`src/rtl/dsc_pkg.sv`:
```
// ---------------------------------------------------------------------------
// dsc_pkg: shared types, constants and helpers for digit_split_count
// Holds the modulus, the register map and the link record between cells.
// ---------------------------------------------------------------------------
package dsc_pkg;

  // Field widths
  localparam int unsigned DIGIT_W = 4;
  localparam int unsigned WAYS_W  = 30;
  localparam int unsigned VALUE_W = 30;
  // Untruncated width of number * 10 + digit
  localparam int unsigned PROD_W  = 34;

  // Default length of the cell row (longest piece, in digits)
  localparam int unsigned MAX_PIECE_DIGITS_DEF = 10;

  // Count modulus and register reset value
  localparam logic [WAYS_W:0]    WAYS_MOD        = 31'd1000000007;
  localparam logic [VALUE_W-1:0] MAX_VALUE_RESET = 30'd1000000000;

  // Configuration port
  localparam int unsigned CFG_ADDR_W = 2;
  localparam int unsigned CFG_DATA_W = 32;
  localparam logic [CFG_ADDR_W-1:0] REG_MAX_VALUE = 2'd0;

  // What one cell hands to its neighbor
  typedef struct packed {
    logic               alive;
    logic [VALUE_W-1:0] number;
    logic [WAYS_W-1:0]  ways;
  } cell_link_t;

  // Sum of two residues, reduced once
  function automatic logic [WAYS_W-1:0] mod_add(input logic [WAYS_W-1:0] a,
                                                input logic [WAYS_W-1:0] b);
    logic [WAYS_W:0] s;
    s = {1'b0, a} + {1'b0, b};
    if (s >= WAYS_MOD) begin
      s = s - WAYS_MOD;
    end
    return s[WAYS_W-1:0];
  endfunction

endpackage

```
`src/rtl/digit_split_count.sv`:
```
// ---------------------------------------------------------------------------
// digit_split_count: streaming count of bounded splits of a digit string
// Counts the ways the digits seen so far split into pieces in 1..max_value
// without leading zeros, modulo 1000000007, one beat out per digit in.
// ---------------------------------------------------------------------------
//
//  channel | direction | handshake          | payload
//  --------+-----------+--------------------+-----------------------------
//  in      | sink      | in_valid/in_stall  | in_digit, in_last_digit
//  out     | source    | out_valid/out_stall| out_ways_count, out_is_final
//  cfg     | sink      | APB psel/penable   | max_value at address 0
//
//  A result is registered when the sum walk of its beat is done:
//  the taking edge shifts the digit into the cell row, the partial sum walks
//  the row one cell a cycle, and the output register loads at the end of it.
//  in_stall is high from the taking edge until that load, so a new beat is
//  taken only after the previous result is loaded. A result waits in the output
//  register while the next item is worked on; only a second finished result
//  waits for out_stall. Reset clears every cell, sets the prefix count to one
//  and max_value to its default. A beat with the last-digit flag clears the
//  row again.
//
module digit_split_count
  import dsc_pkg::*;
#(
  parameter int unsigned MAX_PIECE_DIGITS = MAX_PIECE_DIGITS_DEF
)
(
  input  logic                  clk,
  input  logic                  rst_n,
  // input channel
  input  logic                  in_valid,
  output logic                  in_stall,
  input  logic [DIGIT_W-1:0]    in_digit,
  input  logic                  in_last_digit,
  // result channel
  output logic                  out_valid,
  input  logic                  out_stall,
  output logic [WAYS_W-1:0]     out_ways_count,
  output logic                  out_is_final,
  // configuration port
  input  logic                  psel,
  input  logic                  penable,
  input  logic                  pwrite,
  input  logic [CFG_ADDR_W-1:0] paddr,
  input  logic [CFG_DATA_W-1:0] pwdata,
  output logic [CFG_DATA_W-1:0] prdata,
  output logic                  pready
);

  localparam int unsigned CNT_W = $clog2(MAX_PIECE_DIGITS + 1);
  localparam logic [CNT_W-1:0] CNT_DONE = CNT_W'(MAX_PIECE_DIGITS);

  localparam logic ST_IDLE = 1'b0;
  localparam logic ST_SUM  = 1'b1;

  logic               state_r, state_nxt;
  logic [CNT_W-1:0]   cnt_r, cnt_nxt;
  logic               last_r;
  logic [WAYS_W-1:0]  prefix_r;
  logic [VALUE_W-1:0] max_value_r;
  logic               out_valid_r;
  logic [WAYS_W-1:0]  out_ways_r;
  logic               out_final_r;

  logic               in_take;
  logic               finish;
  logic               cfg_wr;

  cell_link_t         link [MAX_PIECE_DIGITS+1];
  logic [WAYS_W-1:0]  psum [MAX_PIECE_DIGITS+1];

  // configuration register
  assign pready = 1'b1;
  assign cfg_wr = psel && penable && pwrite && (paddr == REG_MAX_VALUE);

  always_ff @(posedge clk) begin
    if (!rst_n) begin
      max_value_r <= MAX_VALUE_RESET;
    end else if (cfg_wr) begin
      max_value_r <= pwdata[VALUE_W-1:0];
    end
  end

  always_comb begin
    prdata = '0;
    if (paddr == REG_MAX_VALUE) begin
      prdata = {{(CFG_DATA_W-VALUE_W){1'b0}}, max_value_r};
    end
  end

  // handshake
  assign in_stall = (state_r != ST_IDLE);
  assign in_take  = in_valid && !in_stall;
  assign finish   = (state_r == ST_SUM) && (cnt_r == CNT_DONE)
                  && (!out_valid_r || !out_stall);

  // sequencer: shift cycle, then sum walk
  always_comb begin
    state_nxt = state_r;
    cnt_nxt   = cnt_r;
    unique case (state_r)
      ST_IDLE: begin
        if (in_take) begin
          state_nxt = ST_SUM;
          cnt_nxt   = '0;
        end
      end
      ST_SUM: begin
        if (finish) begin
          state_nxt = ST_IDLE;
        end else if (cnt_r != CNT_DONE) begin
          cnt_nxt = cnt_r + 1'b1;
        end
      end
      default: begin
        state_nxt = ST_IDLE;
      end
    endcase
  end

  always_ff @(posedge clk) begin
    if (!rst_n) begin
      state_r <= ST_IDLE;
      cnt_r   <= '0;
    end else begin
      state_r <= state_nxt;
      cnt_r   <= cnt_nxt;
    end
  end

  always_ff @(posedge clk) begin
    if (in_take) begin
      last_r <= in_last_digit;
    end
  end

  // prefix count: one for the empty prefix
  always_ff @(posedge clk) begin
    if (!rst_n) begin
      prefix_r <= WAYS_W'(1);
    end else if (finish) begin
      prefix_r <= last_r ? WAYS_W'(1) : psum[MAX_PIECE_DIGITS];
    end
  end

  // new cell opens at the head of the row
  assign link[0] = '{alive: (in_digit != '0), number: '0, ways: prefix_r};
  assign psum[0] = '0;

  // cell row
  for (genvar i = 0; i < MAX_PIECE_DIGITS; i++) begin : g_cell
    dsc_cell u_cell (
      .clk       (clk),
      .rst_n     (rst_n),
      .upd       (in_take),
      .clr       (finish && last_r),
      .digit     (in_digit),
      .max_value (max_value_r),
      .link_in   (link[i]),
      .psum_in   (psum[i]),
      .link_out  (link[i+1]),
      .psum_out  (psum[i+1])
    );
  end

  // output register
  always_ff @(posedge clk) begin
    if (!rst_n) begin
      out_valid_r <= 1'b0;
    end else if (finish) begin
      out_valid_r <= 1'b1;
    end else if (!out_stall) begin
      out_valid_r <= 1'b0;
    end
  end

  always_ff @(posedge clk) begin
    if (finish) begin
      out_ways_r  <= psum[MAX_PIECE_DIGITS];
      out_final_r <= last_r;
    end
  end

  assign out_valid      = out_valid_r;
  assign out_ways_count = out_ways_r;
  assign out_is_final   = out_final_r;

  // checks
  a_take_starts_walk: assert property (@(posedge clk) disable iff (!rst_n)
    in_take |=> (state_r == ST_SUM) && (cnt_r == '0))
    else $error("accepted beat did not start the sum walk");

  a_count_reduced: assert property (@(posedge clk) disable iff (!rst_n)
    out_valid_r |-> ({1'b0, out_ways_r} < WAYS_MOD))
    else $error("result count not reduced");

  a_result_after_walk: assert property (@(posedge clk) disable iff (!rst_n)
    finish |-> (state_r == ST_SUM) && in_stall)
    else $error("result taken outside the sum walk");

  a_prefix_reset_on_last: assert property (@(posedge clk) disable iff (!rst_n)
    (finish && last_r) |=> (prefix_r == WAYS_W'(1)) && !link[1].alive)
    else $error("row not cleared after the last digit");

endmodule

```
`src/rtl/dsc_cell.sv`:
```
// ---------------------------------------------------------------------------
// dsc_cell: one cell of the split counter row
// Holds the partial number that starts at one recent position and the count
// of splits before that start; also one stage of the running sum chain.
// ---------------------------------------------------------------------------
module dsc_cell
  import dsc_pkg::*;
(
  input  logic               clk,
  input  logic               rst_n,
  input  logic               upd,
  input  logic               clr,
  input  logic [DIGIT_W-1:0] digit,
  input  logic [VALUE_W-1:0] max_value,
  input  cell_link_t         link_in,
  input  logic [WAYS_W-1:0]  psum_in,
  output cell_link_t         link_out,
  output logic [WAYS_W-1:0]  psum_out
);

  logic               alive_r;
  logic [VALUE_W-1:0] number_r;
  logic [WAYS_W-1:0]  ways_r;
  logic [WAYS_W-1:0]  psum_r;
  logic [PROD_W-1:0]  number_nxt;
  logic               fits;
  logic [WAYS_W-1:0]  contrib;

  // number * 10 + digit as two shifted copies plus the digit
  assign number_nxt = {1'b0, link_in.number, 3'b000}
                    + {3'b000, link_in.number, 1'b0}
                    + {{(PROD_W-DIGIT_W){1'b0}}, digit};
  assign fits = link_in.alive && (number_nxt <= {{(PROD_W-VALUE_W){1'b0}}, max_value});

  // alive flag: control state
  always_ff @(posedge clk) begin
    if (!rst_n) begin
      alive_r <= 1'b0;
    end else if (clr) begin
      alive_r <= 1'b0;
    end else if (upd) begin
      alive_r <= fits;
    end
  end

  // payload taken from the left neighbor on a new digit
  always_ff @(posedge clk) begin
    if (upd) begin
      number_r <= number_nxt[VALUE_W-1:0];
      ways_r   <= link_in.ways;
    end
  end

  // sum chain stage: adds this cell's start count when alive
  assign contrib = alive_r ? ways_r : '0;
  always_ff @(posedge clk) begin
    psum_r <= mod_add(psum_in, contrib);
  end

  assign link_out = '{alive: alive_r, number: number_r, ways: ways_r};
  assign psum_out = psum_r;

endmodule

```
`config.mk`:
```
export PLATFORM = sky130hd
export DESIGN_NAME = digit_split_count
export DESIGN_NICKNAME = d
export VERILOG_FILES = /design/src/rtl/dsc_pkg.sv /design/src/rtl/digit_split_count.sv /design/src/rtl/dsc_cell.sv
export SDC_FILE = /design/constraint.sdc
export NUM_CORES = 2
export LEC_CHECK = 0
export ABC_AREA = 1
export BUFFER_PORTS_ARGS = -buffer_cell sky130_fd_sc_hd__buf_2
export CAP_MARGIN = 10
export CORE_AREA = 4 4 496 498
export CTS_BUF_LIST = sky130_fd_sc_hd__clkbuf_4 sky130_fd_sc_hd__clkbuf_8 sky130_fd_sc_hd__clkbuf_16
export DETAILED_ROUTE_END_ITERATION = 12
export DIE_AREA = 0 0 500 502
export GPL_TIMING_DRIVEN = 0
export PLACE_DENSITY_LB_ADDON = 0.15
export SYNTH_ARGS = -nofsm -noshare
export SYNTH_HDL_FRONTEND = slang
export SYNTH_SLANG_ARGS = --single-unit
```
`constraint.sdc`:
```
create_clock -name clk -period 13 [get_ports clk]
set_clock_uncertainty 0.1 [all_clocks]
set_input_delay 0 -clock clk [delete_from_list [all_inputs] [get_ports clk]]
set_output_delay 0 -clock clk [all_outputs]
set_load 0.1 [all_outputs]
```
==> impl.org <==
** Layout
- The post-route netlist has approximately 3.9% of its cells at a drive strength greater than 1.
- After the last flow step, the layout net total stands at around 12k.
- After routing the design area is between 80,000 and 90,000 um2.
- Area Growth Syn to Fin :: 12.8%
- Post-Route Utilization :: 33.6%

** Detailed routing
- The detailed router finished its first iteration with about 4.4k violations.
- Residual DRC count :: 0
- The routed layout has between 60k and 70k vias.
- WL final :: roughly 250 mm
- Pre-Repair DR Iteration Count :: 9
- After detailed routing, the average wire length per cell comes to 17.0 um.
- Detailed-route vias per instance :: around 4.7
- Post-DRT Antenna Nets :: 0

** Yosys
- After Yosys synthesis, and, or, nand and nor cells account for a little over a third of the synthesized area.
- Count of unique library cells instantiated by Yosys :: a little over 60
- Synthesized-area fraction occupied by ao, oa, aoi and oai cells :: under 10%
- Sequential elements use 30.1% of the synthesized area.
- Yosys attributes the largest share of cell area to sky130_fd_sc_hd__nand2_1 (21%), sky130_fd_sc_hd__edfxtp_1 (20%), sky130_fd_sc_hd__ha_1 (13%), sky130_fd_sc_hd__dfxtp_1 (10%), sky130_fd_sc_hd__inv_1 (8.8%).
- In this run the cell area of the synthesized design comes to 72,200 um2.
- Number of warning messages in the yosys log :: 0
- After Yosys synthesis, full adders, half adders and majority gates account for about an eighth of the synthesized area.
- Number of enable-type register cells in the synthesized netlist :: approximately 470
- After synthesis, the share of cell area in mux cells is 0%.
- sky130_fd_sc_hd__nand2_1 takes more of the synthesized area than any other cell.
- Leading cell type by number of instances after synthesis :: sky130_fd_sc_hd__nand2_1
- Fraction of synthesized cell area taken by the top area cell type :: between 20% and 30%
- Synthesis produced a netlist whose cell count is about 11k.
- Most numerous cell types in the synthesized netlist :: sky130_fd_sc_hd__nand2_1 (4,047), sky130_fd_sc_hd__inv_1 (1,695), sky130_fd_sc_hd__nor2_1 (957)
- Fraction of registers with async set/reset :: 0%
- Primary FF master, synth :: sky130_fd_sc_hd__edfxtp_1
- Parity-gate share of the synthesized area counting xor and xnor cells :: roughly 3.3%
- After synthesis the netlist holds a flip-flop and latch count of between 800 and 900.
- Average footprint of a synthesized cell :: about 6.6 um2
- By area, the combinational part of the netlist is dominated by simple AND/OR/NAND/NOR gates.

** Power and ir drop
- Sequential fraction of design power :: roughly a quarter
- IR analysis of the VDD net gives a maximum drop of 0.118 mV.
- The internal portion of the total power is ~8 mW.
- Reported leakage power :: ~43 nW
- Pwr/cell area :: ~180 nW/um2
- Net switching power of the design :: approximately 6.5 mW
- Combinational logic is responsible for a little over half of the overall power.
- Clock network fraction of total power :: a little over a fifth
- Switching power share of the total :: roughly 44%

** Timing
- Final-layout setup total negative slack :: 0 ps
- The worst path needs around 6000 ps of the cycle, external delays included.
- For this run, the top clock speed supported by timing is around 170 MHz.
- Tightest hold margin :: about 150 ps
- The max-slew violation count came to 0.
- The worst path uses 46.1% of the clock period.
- Setup repair after global routing left no endpoint under its margin.
- In this run the tightest slew margin relative to its limit is about 23%.
- The final-report hold violation count is 0.
- Transition at the pin with the smallest max-transition slack :: 1160 ps
- Count of final setup violators :: 0
- The worst path meets setup with about 7000 ps of slack.

** Worst setup path
- Setup crit start kind :: flop
- For the worst setup path, the data arrival time is ~6400 ps.
- Max stage delay cell, worst path :: sky130_fd_sc_hd__a21boi_0
- Maximum fanout along the worst path :: 7
- Kind of capture point of the worst setup path :: flop
- Top cell by count, worst path :: sky130_fd_sc_hd__nand2_1
- Cells traversed along the worst timing path :: fa_1 > ha_1 > a21oi_1 > o21ai_0 > a21oi_2 > o21bai_1 > a21boi_0 > inv_1 > nand2_1 > nand2_1 > nand2_1 > nand2_1 > nand2_1 > xnor2_1 > ha_1 > nand2_1 > nor4_1 > nand2_1 > nand2_1 > nand2_1 > nand2_1 > nand2_1 > nand3_1 > a21oi_1
- Required arrival time at the worst endpoint :: between 10,000 and 15,000 ps
- Largest stage delay on the critical path :: around 600 ps
- Worst setup path category :: reg2reg

** CTS
- No sink is reached through more buffers than the 3 on the longest clock path.
- Sinks on Clock Net :: 850
- Clock tree synthesis inserted a total of ~110 buffers.
- Total number of H-tree levels :: 3
- Clock insertion delay at the later pin of the skew report :: roughly 760 ps
- Buffer cell driving the clock tree root :: sky130_fd_sc_hd__clkbuf_16
- Total of cells resized after clock tree synthesis :: 0
- Register clock-pin slew on the reported worst setup and hold paths :: 60 ps
- In this run the post-CTS setup repair buffer count came out at 0.
- CTS tree :: built

** Flow run
- Across the run, the number of max-cap violations was 0.

** Global route
- Antenna violations before repair :: 4
- Global-route usage over all layers :: between 10% and 20%
- The first global-routing pass estimated 380 mm of wire.
- For this run the aggregate overflow at the end of global routing stands at 0.
- Pin count of the biggest net entering global routing :: around 160
- The number of global-route vias before repair was between 60k and 70k.

** Floorplan
- CORE AREA :: 242,000 um2
- Width of the chip :: around 500 um
- The floorplan step defined a die boundary enclosing around 250,000 um2.
- Initial cell density of the core :: roughly 30%
- During I/O placement, the number of pins put on the boundary was 112.
- The die is between 500 and 600 um tall.
- Number of placement rows :: around 180

** Place
- Count of input and output buffers :: roughly 110
- After detailed placement, the total cell area comes to between 70,000 and 80,000 um2.
- Worst-case setup slack after placement :: 7020 ps
- The congestion estimate from routability-driven global placement came to between 0.8 and 0.9.
- The HPWL after detailed placement is approximately 210 mm.

** Hold path
- Worst Hold Class :: in2reg

** Run status
- Run status :: completed
[final timing paths]
kind,from,end,slack (ps),depth (start not counted)
setup / recovery,g_cell[7].u_cell.number_r[0],g_cell[8].u_cell.alive_r,7010,24
hold / removal,in_digit[3],g_cell[0].u_cell.number_r[3],150,2
setup reg to reg,g_cell[7].u_cell.number_r[0],g_cell[8].u_cell.alive_r,7010,24
hold reg to reg,prefix_r[1],g_cell[0].u_cell.ways_r[1],340,0
[power groups by stage]
stage               clock network, mW  logic [mW]  registers, mW
finish                           3.07        7.80           3.76
global route                     3.28        8.96           3.80
CTS                              3.18        7.79           3.77
detailed placement                  0        7.70           3.82
global placement                    0        7.59           3.86
floorplan                           0        5.86           3.69
[what timing repair did]
item,CTS,global route
hold endpoints to repair,46,0
hold buffers,89,0
endpoints found under the setup margin,0,0
[sequential cells by signal (all words and copies together), names as in the netlist]
name and cells:
g_cell.u_cell.alive_r 10, max_value_r 30, prefix_r 30, cnt_r 4, out_ways_count 30, last_r 1, out_valid 1, g_cell.u_cell.number_r 142
out_is_final 1, in_stall 1, g_cell.u_cell.psum_out 300, g_cell.u_cell.ways_r 300
[metal layers]
layer / wire (um) / track usage [%] / part of all wire (%)
met4: 5820 / 4.79 / 2.3
met3: 8020 / 1.56 / 3.2
met1: 121000 / 26.5 / 49
met5: 0 / 0 / 0
met2: 114000 / 32.5 / 46
[critical path, delay by kind of cell, from the launching register on]
| kind | cells | cell delay [ps] |
|---|---|---|
| AOI/OAI and AO/OA | 6 | 2130 |
| xor gates and xnor gates | 1 | 100 |
| adders and majority gates | 3 | 1170 |
| buffers and inverters | 1 | 80 |
| DFF | 1 | 550 |
| and+or+nand+nor | 13 | 1600 |
[final cells by class]
cell class | count | area (um2)
antenna | 2 | 5.00
buffer | 121 | 748
clock buffer | 143 | 3100
clock inverter | 61 | 603
fill | 26300 | 161000
inverter | 1713 | 6440
multi-input combinational | 8339 | 43300
sequential | 850 | 21800
tap | 3202 | 4010
timing repair buffer | 199 | 1520
[kinds of logic (layout without fill, tap and decap cells)]
| family | count (synthesis) | in the layout |
|---|---|---|
| AO/OA/AOI/OAI | 1036 | 1036 |
| XOR/XNOR | 273 | 273 |
| adder cells (fa/ha/maj) | 747 | 747 |
| buffers and inverters | 1834 | 2237 |
| flip-flops | 850 | 850 |
| other | 2 | 7 |
| AND/OR/NAND/NOR | 6278 | 6278 |
[cells in the final DEF, fill, tap and decap left out, types with 11 or more instances in the layout]
master,n
sky130_fd_sc_hd__nor4_1,23
sky130_fd_sc_hd__buf_6,25
sky130_fd_sc_hd__dfxtp_1,376
sky130_fd_sc_hd__o21ai_0,261
sky130_fd_sc_hd__nand2_1,4047
sky130_fd_sc_hd__a21oi_1,518
sky130_fd_sc_hd__xnor2_1,72
sky130_fd_sc_hd__nor3_1,127
sky130_fd_sc_hd__clkbuf_4,20
sky130_fd_sc_hd__and2_1,13
sky130_fd_sc_hd__inv_1,1695
sky130_fd_sc_hd__nor2_2,11
sky130_fd_sc_hd__a21o_1,16
sky130_fd_sc_hd__o21a_1,20
sky130_fd_sc_hd__nand2_2,28
sky130_fd_sc_hd__o211ai_1,23
sky130_fd_sc_hd__clkinv_2,15
sky130_fd_sc_hd__buf_2,121
sky130_fd_sc_hd__nand3b_1,63
sky130_fd_sc_hd__nand4_1,182
sky130_fd_sc_hd__clkbuf_8,11
sky130_fd_sc_hd__clkinv_1,13
sky130_fd_sc_hd__fa_1,15
sky130_fd_sc_hd__nor2_1,957
sky130_fd_sc_hd__clkbuf_1,55
sky130_fd_sc_hd__nand3_1,798
sky130_fd_sc_hd__ha_1,732
sky130_fd_sc_hd__inv_2,14
sky130_fd_sc_hd__o21bai_1,40
sky130_fd_sc_hd__edfxtp_1,474
sky130_fd_sc_hd__a31oi_1,27
sky130_fd_sc_hd__clkbuf_16,112
sky130_fd_sc_hd__o21ai_1,75
sky130_fd_sc_hd__xor2_1,200
sky130_fd_sc_hd__a211oi_1,14
sky130_fd_sc_hd__dlygate4sd3_1,89
sky130_fd_sc_hd__a21boi_0,11
sky130_fd_sc_hd__buf_4,23
[per-stage QoR]
step	instances	total power [mW]
global route	14600	16.0
finish	14600	14.6
CTS	14600	14.7
floorplan	11000	9.55
detailed placement	14300	11.5
global placement	14300	11.5
No activity file was read; power rests on OpenSTA's default activity.
